[src/rtl/core/ps2mpt_pkg.sv]
package ps2mpt_pkg;

  localparam int COUNTER_WIDTH = 32;

  // command queue between the byte front end and the execute pipeline
  localparam int FIFO_DEPTH = 2;
  localparam int FIFO_AW    = (FIFO_DEPTH > 1) ? $clog2(FIFO_DEPTH) : 1;
  localparam int FIFO_CW    = $clog2(FIFO_DEPTH + 1);

  localparam int CFG_IDX_W = 3;
  localparam logic [CFG_IDX_W-1:0] CFG_BOUND_WIDTH  = 3'd0;
  localparam logic [CFG_IDX_W-1:0] CFG_BOUND_HEIGHT = 3'd1;
  localparam logic [CFG_IDX_W-1:0] CFG_SENSITIVITY  = 3'd2;
  localparam logic [CFG_IDX_W-1:0] CFG_FOUR_BYTE    = 3'd3;
  localparam logic [CFG_IDX_W-1:0] CFG_EXTRA_BTN    = 3'd4;

  localparam logic [7:0] SCALE_PCT [5] = '{8'd40, 8'd70, 8'd100, 8'd130, 8'd170};
  localparam logic [7:0] PCT_UNITY     = 8'd100;
  localparam logic [7:0] ROUND_HALF    = 8'd50;
  // floor(p / 100) == (p * RECIP_100) >> RECIP_SHIFT for every p below 91180
  localparam logic [16:0] RECIP_100   = 17'd83887;
  localparam int          RECIP_SHIFT = 23;

  localparam logic [7:0] B0_SYNC     = 8'h08;
  localparam logic [7:0] B0_OVERFLOW = 8'hC0;

  localparam logic [14:0] RST_POS_X = 15'd160;
  localparam logic [14:0] RST_POS_Y = 15'd100;

  typedef enum logic [1:0] {
    CMD_BYTE   = 2'd0,  // byte counted only
    CMD_PACKET = 2'd1,  // completed packet without overflow
    CMD_SETPOS = 2'd2
  } cmd_kind_e;

  typedef struct packed {
    cmd_kind_e          kind;
    logic [7:0]         b0;
    logic [7:0]         b1;
    logic [7:0]         b2;
    logic [7:0]         b3;
    logic signed [15:0] set_x;
    logic signed [15:0] set_y;
  } cmd_t;

  typedef struct packed {
    logic [14:0] bound_width;
    logic [14:0] bound_height;
    logic [2:0]  sensitivity;
    logic        four_byte;
    logic        extra_buttons;
  } cfg_t;

endpackage

[src/rtl/core/ps2mpt_front.sv]
module ps2mpt_front (
  input  logic              clk_i,
  input  logic              rst_ni,
  input  logic              in_valid_i,
  output logic              in_ready_o,
  input  logic              req_type_i,
  input  logic [7:0]        data_byte_i,
  input  logic [15:0]       set_x_i,
  input  logic [15:0]       set_y_i,
  input  ps2mpt_pkg::cfg_t  cfg_i,
  input  logic              full_i,
  output logic              push_o,
  output ps2mpt_pkg::cmd_t  cmd_o
);
  import ps2mpt_pkg::*;

  logic [1:0] pos_q, pos_d;
  logic [7:0] pb0_q, pb1_q, pb2_q;
  logic       acc;
  logic [1:0] last;
  logic       skip;

  assign in_ready_o = !full_i;
  assign acc        = in_valid_i && !full_i;
  assign push_o     = acc;
  assign last       = cfg_i.four_byte ? 2'd3 : 2'd2;
  assign skip       = (pos_q == 2'd0) && ((data_byte_i & B0_SYNC) == 8'h00);

  always_comb begin
    pos_d       = pos_q;
    cmd_o.kind  = CMD_BYTE;
    cmd_o.b0    = pb0_q;
    cmd_o.b1    = pb1_q;
    cmd_o.b2    = (pos_q == 2'd2) ? data_byte_i : pb2_q;
    cmd_o.b3    = data_byte_i;
    cmd_o.set_x = signed'(set_x_i);
    cmd_o.set_y = signed'(set_y_i);
    if (req_type_i) begin
      cmd_o.kind = CMD_SETPOS;
    end else if (!skip) begin
      if (pos_q >= last) begin
        pos_d = 2'd0;
        if ((pb0_q & B0_OVERFLOW) == 8'h00) begin
          cmd_o.kind = CMD_PACKET;
        end
      end else begin
        pos_d = pos_q + 2'd1;
      end
    end
  end

  always_ff @(posedge clk_i or negedge rst_ni) begin
    if (!rst_ni) begin
      pos_q <= 2'd0;
    end else if (acc) begin
      pos_q <= pos_d;
    end
  end

  always_ff @(posedge clk_i) begin
    if (acc && !req_type_i && !skip) begin
      unique case (pos_q)
        2'd0:    pb0_q <= data_byte_i;
        2'd1:    pb1_q <= data_byte_i;
        2'd2:    pb2_q <= data_byte_i;
        default: ;
      endcase
    end
  end

  a_sync_drop: assert property (@(posedge clk_i) disable iff (!rst_ni)
    acc && !req_type_i && skip |=> pos_q == 2'd0)
    else $error("unsynced byte advanced packet position");

  a_setpos_keeps_pos: assert property (@(posedge clk_i) disable iff (!rst_ni)
    acc && req_type_i |=> $stable(pos_q))
    else $error("position request disturbed packet assembly");

  a_no_push_full: assert property (@(posedge clk_i) disable iff (!rst_ni)
    full_i |-> !push_o)
    else $error("command pushed into full queue");

endmodule

[src/rtl/core/ps2mpt_fifo.sv]
module ps2mpt_fifo (
  input  logic              clk_i,
  input  logic              rst_ni,
  input  logic              push_i,
  input  ps2mpt_pkg::cmd_t  data_i,
  output logic              full_o,
  input  logic              pop_i,
  output logic              valid_o,
  output ps2mpt_pkg::cmd_t  data_o
);
  import ps2mpt_pkg::*;

  cmd_t               mem_q [FIFO_DEPTH];
  logic [FIFO_AW-1:0] wr_ptr_q, rd_ptr_q;
  logic [FIFO_CW-1:0] count_q;
  logic               do_push, do_pop;

  assign full_o  = (count_q == FIFO_CW'(FIFO_DEPTH));
  assign valid_o = (count_q != '0);
  assign data_o  = mem_q[rd_ptr_q];
  assign do_push = push_i && !full_o;
  assign do_pop  = pop_i && valid_o;

  function automatic logic [FIFO_AW-1:0] ptr_inc(input logic [FIFO_AW-1:0] p);
    ptr_inc = (p == FIFO_AW'(FIFO_DEPTH - 1)) ? '0 : p + FIFO_AW'(1);
  endfunction

  always_ff @(posedge clk_i or negedge rst_ni) begin
    if (!rst_ni) begin
      wr_ptr_q <= '0;
      rd_ptr_q <= '0;
      count_q  <= '0;
    end else begin
      if (do_push) wr_ptr_q <= ptr_inc(wr_ptr_q);
      if (do_pop)  rd_ptr_q <= ptr_inc(rd_ptr_q);
      if (do_push && !do_pop) begin
        count_q <= count_q + FIFO_CW'(1);
      end else if (do_pop && !do_push) begin
        count_q <= count_q - FIFO_CW'(1);
      end
    end
  end

  always_ff @(posedge clk_i) begin
    if (do_push) mem_q[wr_ptr_q] <= data_i;
  end

  a_count_bound: assert property (@(posedge clk_i) disable iff (!rst_ni)
    count_q <= FIFO_CW'(FIFO_DEPTH))
    else $error("queue count beyond depth");

  a_pop_only_valid: assert property (@(posedge clk_i) disable iff (!rst_ni)
    pop_i && !push_i && valid_o |=> count_q == $past(count_q) - FIFO_CW'(1))
    else $error("queue count lost a pop");

endmodule

[src/rtl/core/ps2mpt_back.sv]
module ps2mpt_back (
  input  logic                   clk_i,
  input  logic                   rst_ni,
  input  ps2mpt_pkg::cfg_t       cfg_i,
  input  logic                   cmd_valid_i,
  input  ps2mpt_pkg::cmd_t       cmd_i,
  output logic                   cmd_pop_o,
  output logic                   out_valid_o,
  input  logic                   out_ready_i,
  output logic [14:0]            cursor_x_o,
  output logic [14:0]            cursor_y_o,
  output logic signed [9:0]      last_dx_o,
  output logic signed [9:0]      last_dy_o,
  output logic signed [15:0]     wheel_total_o,
  output logic [5:0]             button_bits_o,
  output logic [31:0]            packet_count_o,
  output logic [31:0]            rx_bytes_o,
  output logic                   packet_done_o
);
  import ps2mpt_pkg::*;

  // stage 1: scale products
  logic               s1_vld_q;
  cmd_kind_e          s1_kind_q;
  logic [7:0]         s1_b0_q, s1_b3_q;
  logic signed [15:0] s1_sx_q, s1_sy_q;
  logic signed [8:0]  s1_dx_q, s1_dy_q;
  logic [15:0]        s1_px_q, s1_py_q;
  logic               s1_unity_q;
  // stage 2: scaled deltas
  logic               s2_vld_q;
  cmd_kind_e          s2_kind_q;
  logic [7:0]         s2_b0_q, s2_b3_q;
  logic signed [15:0] s2_sx_q, s2_sy_q;
  logic signed [9:0]  s2_dx_q, s2_dy_q;
  // stage 3: architectural state, doubles as the output register
  logic                     out_vld_q, done_q;
  logic [14:0]              pos_x_q, pos_y_q;
  logic signed [9:0]        delta_x_q, delta_y_q;
  logic [15:0]              wheel_q;
  logic [5:0]               buttons_q;
  logic [COUNTER_WIDTH-1:0] packets_q, bytes_q;

  logic              advance;
  logic [2:0]        sel;
  logic [7:0]        pct;
  logic signed [8:0] dx9, dy9;

  assign advance   = !out_vld_q || out_ready_i;
  assign cmd_pop_o = advance && cmd_valid_i;

  always_comb begin
    priority if (cfg_i.sensitivity == 3'd0) begin
      sel = 3'd0;
    end else if (cfg_i.sensitivity > 3'd5) begin
      sel = 3'd4;
    end else begin
      sel = cfg_i.sensitivity - 3'd1;
    end
  end
  assign pct = SCALE_PCT[sel];
  assign dx9 = signed'({cmd_i.b0[4], cmd_i.b1});
  assign dy9 = signed'({cmd_i.b0[5], cmd_i.b2});

  function automatic logic [15:0] scale_prod(input logic signed [8:0] v,
                                             input logic [7:0] p);
    logic [8:0] mag;
    mag = v[8] ? 9'(-v) : 9'(v);
    scale_prod = 16'(17'(mag) * 17'(p) + 17'(ROUND_HALF));
  endfunction

  function automatic logic signed [9:0] scale_fin(input logic signed [8:0] v,
                                                  input logic [15:0] prod,
                                                  input logic unity);
    logic [32:0] m;
    logic [9:0]  s;
    m = 33'(prod) * 33'(RECIP_100);
    s = m[RECIP_SHIFT+9:RECIP_SHIFT];
    if (s == 10'd0) s = 10'd1;
    if (v == 9'sd0) begin
      scale_fin = 10'sd0;
    end else if (unity) begin
      scale_fin = 10'(v);
    end else begin
      scale_fin = v[8] ? -signed'(s) : signed'(s);
    end
  endfunction

  function automatic logic [14:0] clamp_axis(input logic signed [17:0] v,
                                             input logic [14:0] bound);
    logic [14:0] top;
    top = (bound == 15'd0) ? 15'd0 : bound - 15'd1;
    if (v < 18'sd0) begin
      clamp_axis = 15'd0;
    end else if (v > signed'({3'b000, top})) begin
      clamp_axis = top;
    end else begin
      clamp_axis = v[14:0];
    end
  endfunction

  always_ff @(posedge clk_i or negedge rst_ni) begin
    if (!rst_ni) begin
      s1_vld_q  <= 1'b0;
      s2_vld_q  <= 1'b0;
      out_vld_q <= 1'b0;
    end else if (advance) begin
      s1_vld_q  <= cmd_valid_i;
      s2_vld_q  <= s1_vld_q;
      out_vld_q <= s2_vld_q;
    end
  end

  always_ff @(posedge clk_i) begin
    if (advance) begin
      s1_kind_q  <= cmd_i.kind;
      s1_b0_q    <= cmd_i.b0;
      s1_b3_q    <= cmd_i.b3;
      s1_sx_q    <= cmd_i.set_x;
      s1_sy_q    <= cmd_i.set_y;
      s1_dx_q    <= dx9;
      s1_dy_q    <= dy9;
      s1_px_q    <= scale_prod(dx9, pct);
      s1_py_q    <= scale_prod(dy9, pct);
      s1_unity_q <= (pct == PCT_UNITY);
      s2_kind_q  <= s1_kind_q;
      s2_b0_q    <= s1_b0_q;
      s2_b3_q    <= s1_b3_q;
      s2_sx_q    <= s1_sx_q;
      s2_sy_q    <= s1_sy_q;
      s2_dx_q    <= scale_fin(s1_dx_q, s1_px_q, s1_unity_q);
      s2_dy_q    <= scale_fin(s1_dy_q, s1_py_q, s1_unity_q);
    end
  end

  always_ff @(posedge clk_i or negedge rst_ni) begin
    if (!rst_ni) begin
      done_q    <= 1'b0;
      pos_x_q   <= RST_POS_X;
      pos_y_q   <= RST_POS_Y;
      delta_x_q <= 10'sd0;
      delta_y_q <= 10'sd0;
      wheel_q   <= 16'd0;
      buttons_q <= 6'd0;
      packets_q <= '0;
      bytes_q   <= '0;
    end else if (advance && s2_vld_q) begin
      done_q <= (s2_kind_q == CMD_PACKET);
      unique case (s2_kind_q)
        CMD_BYTE: begin
          bytes_q <= bytes_q + COUNTER_WIDTH'(1);
        end
        CMD_PACKET: begin
          bytes_q   <= bytes_q + COUNTER_WIDTH'(1);
          packets_q <= packets_q + COUNTER_WIDTH'(1);
          delta_x_q <= s2_dx_q;
          delta_y_q <= s2_dy_q;
          pos_x_q   <= clamp_axis(18'(signed'({1'b0, pos_x_q})) + 18'(s2_dx_q),
                                  cfg_i.bound_width);
          pos_y_q   <= clamp_axis(18'(signed'({1'b0, pos_y_q})) - 18'(s2_dy_q),
                                  cfg_i.bound_height);
          if (cfg_i.four_byte) begin
            wheel_q <= wheel_q + {{12{s2_b3_q[3]}}, s2_b3_q[3:0]};
          end
          buttons_q <= {(cfg_i.four_byte && cfg_i.extra_buttons) ? s2_b3_q[5:4] : 2'b00,
                        1'b0, s2_b0_q[2:0]};
        end
        CMD_SETPOS: begin
          pos_x_q <= clamp_axis(18'(s2_sx_q), cfg_i.bound_width);
          pos_y_q <= clamp_axis(18'(s2_sy_q), cfg_i.bound_height);
        end
        default: ;
      endcase
    end
  end

  assign out_valid_o    = out_vld_q;
  assign cursor_x_o     = pos_x_q;
  assign cursor_y_o     = pos_y_q;
  assign last_dx_o      = delta_x_q;
  assign last_dy_o      = delta_y_q;
  assign wheel_total_o  = signed'(wheel_q);
  assign button_bits_o  = buttons_q;
  assign packet_count_o = 32'(packets_q);
  assign rx_bytes_o     = 32'(bytes_q);
  assign packet_done_o  = done_q;

  a_stall_freezes: assert property (@(posedge clk_i) disable iff (!rst_ni)
    out_vld_q && !out_ready_i |=> $stable(s1_vld_q) && $stable(s2_vld_q))
    else $error("pipeline moved while output stalled");

  a_no_pop_stalled: assert property (@(posedge clk_i) disable iff (!rst_ni)
    out_vld_q && !out_ready_i |-> !cmd_pop_o)
    else $error("command popped while output stalled");

  a_done_counts: assert property (@(posedge clk_i) disable iff (!rst_ni)
    advance && s2_vld_q && s2_kind_q == CMD_PACKET |=>
      packets_q == $past(packets_q) + COUNTER_WIDTH'(1) && done_q)
    else $error("packet completed without count");

endmodule

[src/rtl/core/ps2_mouse_packet_tracker.sv]
// PS/2 mouse packet tracker.
// Input stream: one request per beat. tuser = 0 carries a raw aux byte in
// tdata[7:0]; tuser = 1 places the cursor at tdata[23:8] / tdata[39:24]
// (signed, clamped to the bounds). Every request returns exactly one result
// beat with the full tracker state after it; tuser of the result flags a
// completed, accepted packet.
// Config channel: cfg_addr_i picks bound_width, bound_height, sensitivity,
// four_byte_packets, extra_buttons_mode (0..4); always ready, write only
// while no request is outstanding.
// Throughput: one request per cycle unless stalled (see Stall). The front end
// assembles packets and pushes a classified command into a two-entry queue;
// the back end is a three-stage execute pipeline (scale multiply, reciprocal
// divide, state update), the last stage doubling as the output register.
// Path: a taken request is written into the queue, then passes the three execute stages.
// Stall: when the receiver holds tready low on a valid result the pipeline freezes,
// the queue fills and s_axis_tready_o drops once it holds two commands.
// Reset: cursor at 160/100, counters, deltas, wheel and buttons cleared,
// bounds 320 x 200, sensitivity 3, three-byte packets.
module ps2_mouse_packet_tracker (
  input  logic                                 clk_i,
  input  logic                                 rst_ni,
  input  logic                                 s_axis_tvalid_i,
  output logic                                 s_axis_tready_o,
  input  logic [39:0]                          s_axis_tdata_i,  // data_byte, set_x, set_y
  input  logic [0:0]                           s_axis_tuser_i,  // req_type
  output logic                                 m_axis_tvalid_o,
  input  logic                                 m_axis_tready_i,
  // cursor_x, cursor_y, last_dx, last_dy, wheel_total, button_bits,
  // packet_count, rx_bytes
  output logic [135:0]                         m_axis_tdata_o,
  output logic [0:0]                           m_axis_tuser_o,  // packet_done
  input  logic                                 cfg_valid_i,
  output logic                                 cfg_ready_o,
  input  logic [ps2mpt_pkg::CFG_IDX_W-1:0]     cfg_addr_i,
  input  logic [14:0]                          cfg_data_i
);
  import ps2mpt_pkg::*;

  cfg_t cfg_q;
  cmd_t front_cmd, fifo_cmd;
  logic push, full, pop, fifo_valid;

  logic [14:0]        cursor_x, cursor_y;
  logic signed [9:0]  last_dx, last_dy;
  logic signed [15:0] wheel_total;
  logic [5:0]         button_bits;
  logic [31:0]        packet_count, rx_bytes;
  logic               packet_done;

  assign cfg_ready_o = 1'b1;

  always_ff @(posedge clk_i or negedge rst_ni) begin
    if (!rst_ni) begin
      cfg_q.bound_width   <= 15'd320;
      cfg_q.bound_height  <= 15'd200;
      cfg_q.sensitivity   <= 3'd3;
      cfg_q.four_byte     <= 1'b0;
      cfg_q.extra_buttons <= 1'b0;
    end else if (cfg_valid_i) begin
      unique case (cfg_addr_i)
        CFG_BOUND_WIDTH:  cfg_q.bound_width   <= cfg_data_i;
        CFG_BOUND_HEIGHT: cfg_q.bound_height  <= cfg_data_i;
        CFG_SENSITIVITY:  cfg_q.sensitivity   <= cfg_data_i[2:0];
        CFG_FOUR_BYTE:    cfg_q.four_byte     <= cfg_data_i[0];
        CFG_EXTRA_BTN:    cfg_q.extra_buttons <= cfg_data_i[0];
        default: ;
      endcase
    end
  end

  ps2mpt_front u_front (
    .clk_i       (clk_i),
    .rst_ni      (rst_ni),
    .in_valid_i  (s_axis_tvalid_i),
    .in_ready_o  (s_axis_tready_o),
    .req_type_i  (s_axis_tuser_i[0]),
    .data_byte_i (s_axis_tdata_i[7:0]),
    .set_x_i     (s_axis_tdata_i[23:8]),
    .set_y_i     (s_axis_tdata_i[39:24]),
    .cfg_i       (cfg_q),
    .full_i      (full),
    .push_o      (push),
    .cmd_o       (front_cmd)
  );

  ps2mpt_fifo u_fifo (
    .clk_i   (clk_i),
    .rst_ni  (rst_ni),
    .push_i  (push),
    .data_i  (front_cmd),
    .full_o  (full),
    .pop_i   (pop),
    .valid_o (fifo_valid),
    .data_o  (fifo_cmd)
  );

  ps2mpt_back u_back (
    .clk_i          (clk_i),
    .rst_ni         (rst_ni),
    .cfg_i          (cfg_q),
    .cmd_valid_i    (fifo_valid),
    .cmd_i          (fifo_cmd),
    .cmd_pop_o      (pop),
    .out_valid_o    (m_axis_tvalid_o),
    .out_ready_i    (m_axis_tready_i),
    .cursor_x_o     (cursor_x),
    .cursor_y_o     (cursor_y),
    .last_dx_o      (last_dx),
    .last_dy_o      (last_dy),
    .wheel_total_o  (wheel_total),
    .button_bits_o  (button_bits),
    .packet_count_o (packet_count),
    .rx_bytes_o     (rx_bytes),
    .packet_done_o  (packet_done)
  );

  assign m_axis_tdata_o = {rx_bytes, packet_count, button_bits, wheel_total,
                           last_dy, last_dx, cursor_y, cursor_x};
  assign m_axis_tuser_o = packet_done;

endmodule
[config.mk]
export PLATFORM = sky130hd
export DESIGN_NAME = ps2_mouse_packet_tracker
export DESIGN_NICKNAME = d
export VERILOG_FILES = /design/src/rtl/core/ps2mpt_pkg.sv /design/src/rtl/core/ps2mpt_front.sv /design/src/rtl/core/ps2mpt_fifo.sv /design/src/rtl/core/ps2mpt_back.sv /design/src/rtl/core/ps2_mouse_packet_tracker.sv
export SDC_FILE = /design/constraint.sdc
export NUM_CORES = 2
export LEC_CHECK = 0
export ABC_AREA = 0
export BUFFER_PORTS_ARGS = -buffer_cell sky130_fd_sc_hd__clkbuf_2
export CORE_ASPECT_RATIO = 1.5
export CORE_MARGIN = 2
export CORE_UTILIZATION = 60
export DETAILED_ROUTE_END_ITERATION = 8
export PLACE_DENSITY_LB_ADDON = 0.08
export SYNTH_ARGS = -nofsm -noshare
export SYNTH_HDL_FRONTEND = slang
export SYNTH_SLANG_ARGS = --single-unit
[constraint.sdc]
create_clock -name clk_i -period 8.6 [get_ports clk_i]
set_clock_uncertainty 0.15 [all_clocks]
set_input_delay 0 -clock clk_i [delete_from_list [all_inputs] [get_ports clk_i]]
set_output_delay 0 -clock clk_i [all_outputs]
set_load 0.005 [all_outputs]
==> results.sh <==
export IMPL_yosysSeqAreaShare_pct=37.5
export IMPL_synthArstFlopShare_pct=37.5
export IMPL_drt_pass1_iterations=5
export IMPL_critPathRequiredTime_ns=8.88
export IMPL_netlist_area_leader_share_pct=25.0
export IMPL_grt_max_degree=62
export IMPL_portBuffers=201
export IMPL_fin_tns_setup_ns=0
export IMPL_cts_tree="yes"
export IMPL_fin_crit_sh_pct=93.8
export IMPL_finalHoldViolCount=0
export IMPL_antenna_left=0
export IMPL_grt_pass1_wl_um=143000
export IMPL_core_area_um2=59700
export IMPL_ys_ff_latch=480
export IMPL_ys_top_cells_by_area="edfxtp_1 25%, ha_1 17%, fa_1 13%"
export IMPL_wl_um=90400
export IMPL_crit_type="flop to flop"
export IMPL_holdWs_ns=0.0310
export IMPL_rows=110
export IMPL_grt_total_usage_pct=29.7
export IMPL_layout_nets=4356
export IMPL_dpl_hpwl_um=72100
export IMPL_rsz0062_at_grt="no"
export IMPL_synthFlopType="edfxtp_1"
export IMPL_status="finished clean"
export IMPL_place_congestion=0.981
export IMPL_drt_iter0_drc=1476
export IMPL_synth_cell_types=87
export IMPL_vias_per_cell=5.68
export IMPL_vias=25000
export IMPL_postSynthCellCount=3265
export IMPL_area_growth_pct=12.7
export IMPL_path_buf_inv=2
export IMPL_worst_path_max_delay_cell="fa_1"
export IMPL_clk_latency_ns=0.61
export IMPL_critical_path_max_fanout=5
export IMPL_routedWlPerCell_um=20.5
export IMPL_clk_pin_slew_ns=0.07
export IMPL_io_pins=204
export IMPL_arrival_ns=8.35
export IMPL_cts_root_buf="clkbuf_16"
export IMPL_cpMostUsedCell="fa_1"
export IMPL_cts_buffers=47
export IMPL_die_area_um2=62200
export IMPL_yosysMostFrequentCell="inv_1"
export IMPL_start_util_pct=60.4
export IMPL_clock_fmax_mhz=124
export IMPL_postSynthNetCount=4042
export IMPL_drive_gt1_share_pct=12.9
export IMPL_slew_headroom_pct=26.4
export IMPL_yosys_area_top_type="edfxtp_1"
export IMPL_antennaDiodeCount=0
export IMPL_layout_cells_non_filler=4401
export IMPL_synth_edf_count=300
export IMPL_ff2ff_setup_slack_ns=0.54
export IMPL_yosysWarnings=0
export IMPL_drcViolationCount=0
export IMPL_netlist_area_um2=36100
export IMPL_max_cap_violations=0
export IMPL_finalSetupViolCount=0
export IMPL_cts_sinks=480
export IMPL_synth_common_cells="510 x inv_1, 478 x ha_1, 300 x edfxtp_1"
export IMPL_die_w_um=204
export IMPL_cp_end_kind="flop"
export IMPL_fin_crit_ns=8.06
export IMPL_grt_antenna_before_repair=3
export IMPL_hold_class="input pin to flop"
export IMPL_die_h_um=304
export IMPL_grt_pass1_vias=26900
export IMPL_cpPeakStageDelay_ns=0.63
export IMPL_post_place_cells=4223
export IMPL_slew_violations=0
export IMPL_clockBufferDepth=3
export IMPL_grt_ovfl_total=0
export IMPL_path_delay_family="adder cells"
export IMPL_cts_htree_levels=2
export IMPL_syn_area_per_cell_um2=11.1
export IMPL_worst_pin_slew_ns=1.10
export IMPL_cp_start_kind="flop"
==> kinds of logic (layout without fill, tap and decap cells) <==
kind of cell             Yosys count  in the layout  synth area share, %
multiplexers                     161            161                 4.82
adder cells (fa/ha/maj)          713            713                 29.6
AO/OA/AOI/OAI                    415            415                 7.68
flip-flops                       480            480                 37.5
other                              2              2               0.0208
XOR/XNOR                         190            190                 4.61
buffers and inverters            568            920                 5.98
AND/OR/NAND/NOR                  736            736                 9.80
==> timing repair <==
action,in CTS,in global routing
hold endpoints to repair,268,0
setup buffers,0,0
endpoints found under the setup margin,0,1
hold buffers,91,0
gates resized for setup,0,1
==> registers in the layout, summed over array words and instances, names as in the netlist, 16 cells and up <==
register and flops:
u_fifo.mem_q 122, cfg_q 35, u_back.packet_count_o 32, u_back.rx_bytes_o 32, u_back.s1_sx_q 16, u_back.s1_sy_q 16
u_back.s2_sx_q 16, u_back.s2_sy_q 16, u_back.wheel_total_o 16
==> routing by layer <==
layer,wire length [µm],global-route usage (%)
met1,34900,34.1
met2,47800,54.8
met3,3210,3.33
met5,38,0
met4,4430,13.4
==> worst register-to-register path, delay by kind of cell (launching register included) <==
family	cells	cell delay (ns)
AND/OR/NAND/NOR	7	1.33
buffers and inverters	2	0.13
AO/OA/AOI/OAI	7	1.87
XOR/XNOR	1	0.15
adder cells (fa/ha/maj)	8	3.73
flip-flops	1	0.53
==> worst paths after layout <==
| kind | end | cells after the start | from |
|---|---|---|---|
| setup / recovery | u_back.s2_dy_q[4] | 25 | u_back.s1_py_q[10] |
| hold / removal | u_front.pb0_q[7] | 2 | s_axis_tdata_i[7] |
| setup reg to reg | u_back.s2_dy_q[4] | 25 | u_back.s1_py_q[10] |
| hold reg to reg | u_back.s2_b3_q[4] | 0 | u_back.s1_b3_q[4] |
| max in group asynchronous | u_back.rx_bytes_o[0] | 4 | rst_ni |
| min in group asynchronous | cfg_q[28] | 3 | rst_ni |
==> stage by stage <==
step | worst slack (ns) | utilization [%] | area (µm²)
2_1_floorplan | 1.19 | - | 36100
3_3_place_gp | 0.641 | 63.8 | 38100
3_5_place_dp | 0.400 | 63.8 | 38100
4_1_cts | 0.374 | 68.1 | 40700
5_1_grt | 0.0685 | 68.1 | 40700
6_report | 0.536 | 68.1 | 40700
==> layout by cell type (no fill, tap or decap), drive strengths merged, types with 22 or more instances in the layout <==
| master | count |
|---|---|
| nor2 | 190 |
| clkbuf | 266 |
| mux2i | 59 |
| a21o | 37 |
| ha | 478 |
| nor2b | 24 |
| mux2 | 102 |
| xnor2 | 139 |
| nor4 | 22 |
| buf | 32 |
| edfxtp | 300 |
| nand3 | 52 |
| and3 | 33 |
| inv | 514 |
| o21ai | 98 |
| fa | 235 |
| dlygate4sd3 | 90 |
| xor2 | 51 |
| nand4 | 32 |
| nand2b | 31 |
| dfrtp | 168 |
| nor3 | 42 |
| a21oi | 93 |
| nand2 | 227 |
==> area by class of cell <==
class,count,area (µm²)
Clock buffer,65,1340
Clock inverter,22,258
Fill cell,4628,19100
Inverter,510,1910
Multi-Input combinational cell,2217,20500
Sequential cell,480,13500
Tap cell,784,981
Timing Repair Buffer,323,2180
Power is not shown: default switching activity piles up to over one toggle a cycle in this logic, so the estimate is an artifact.
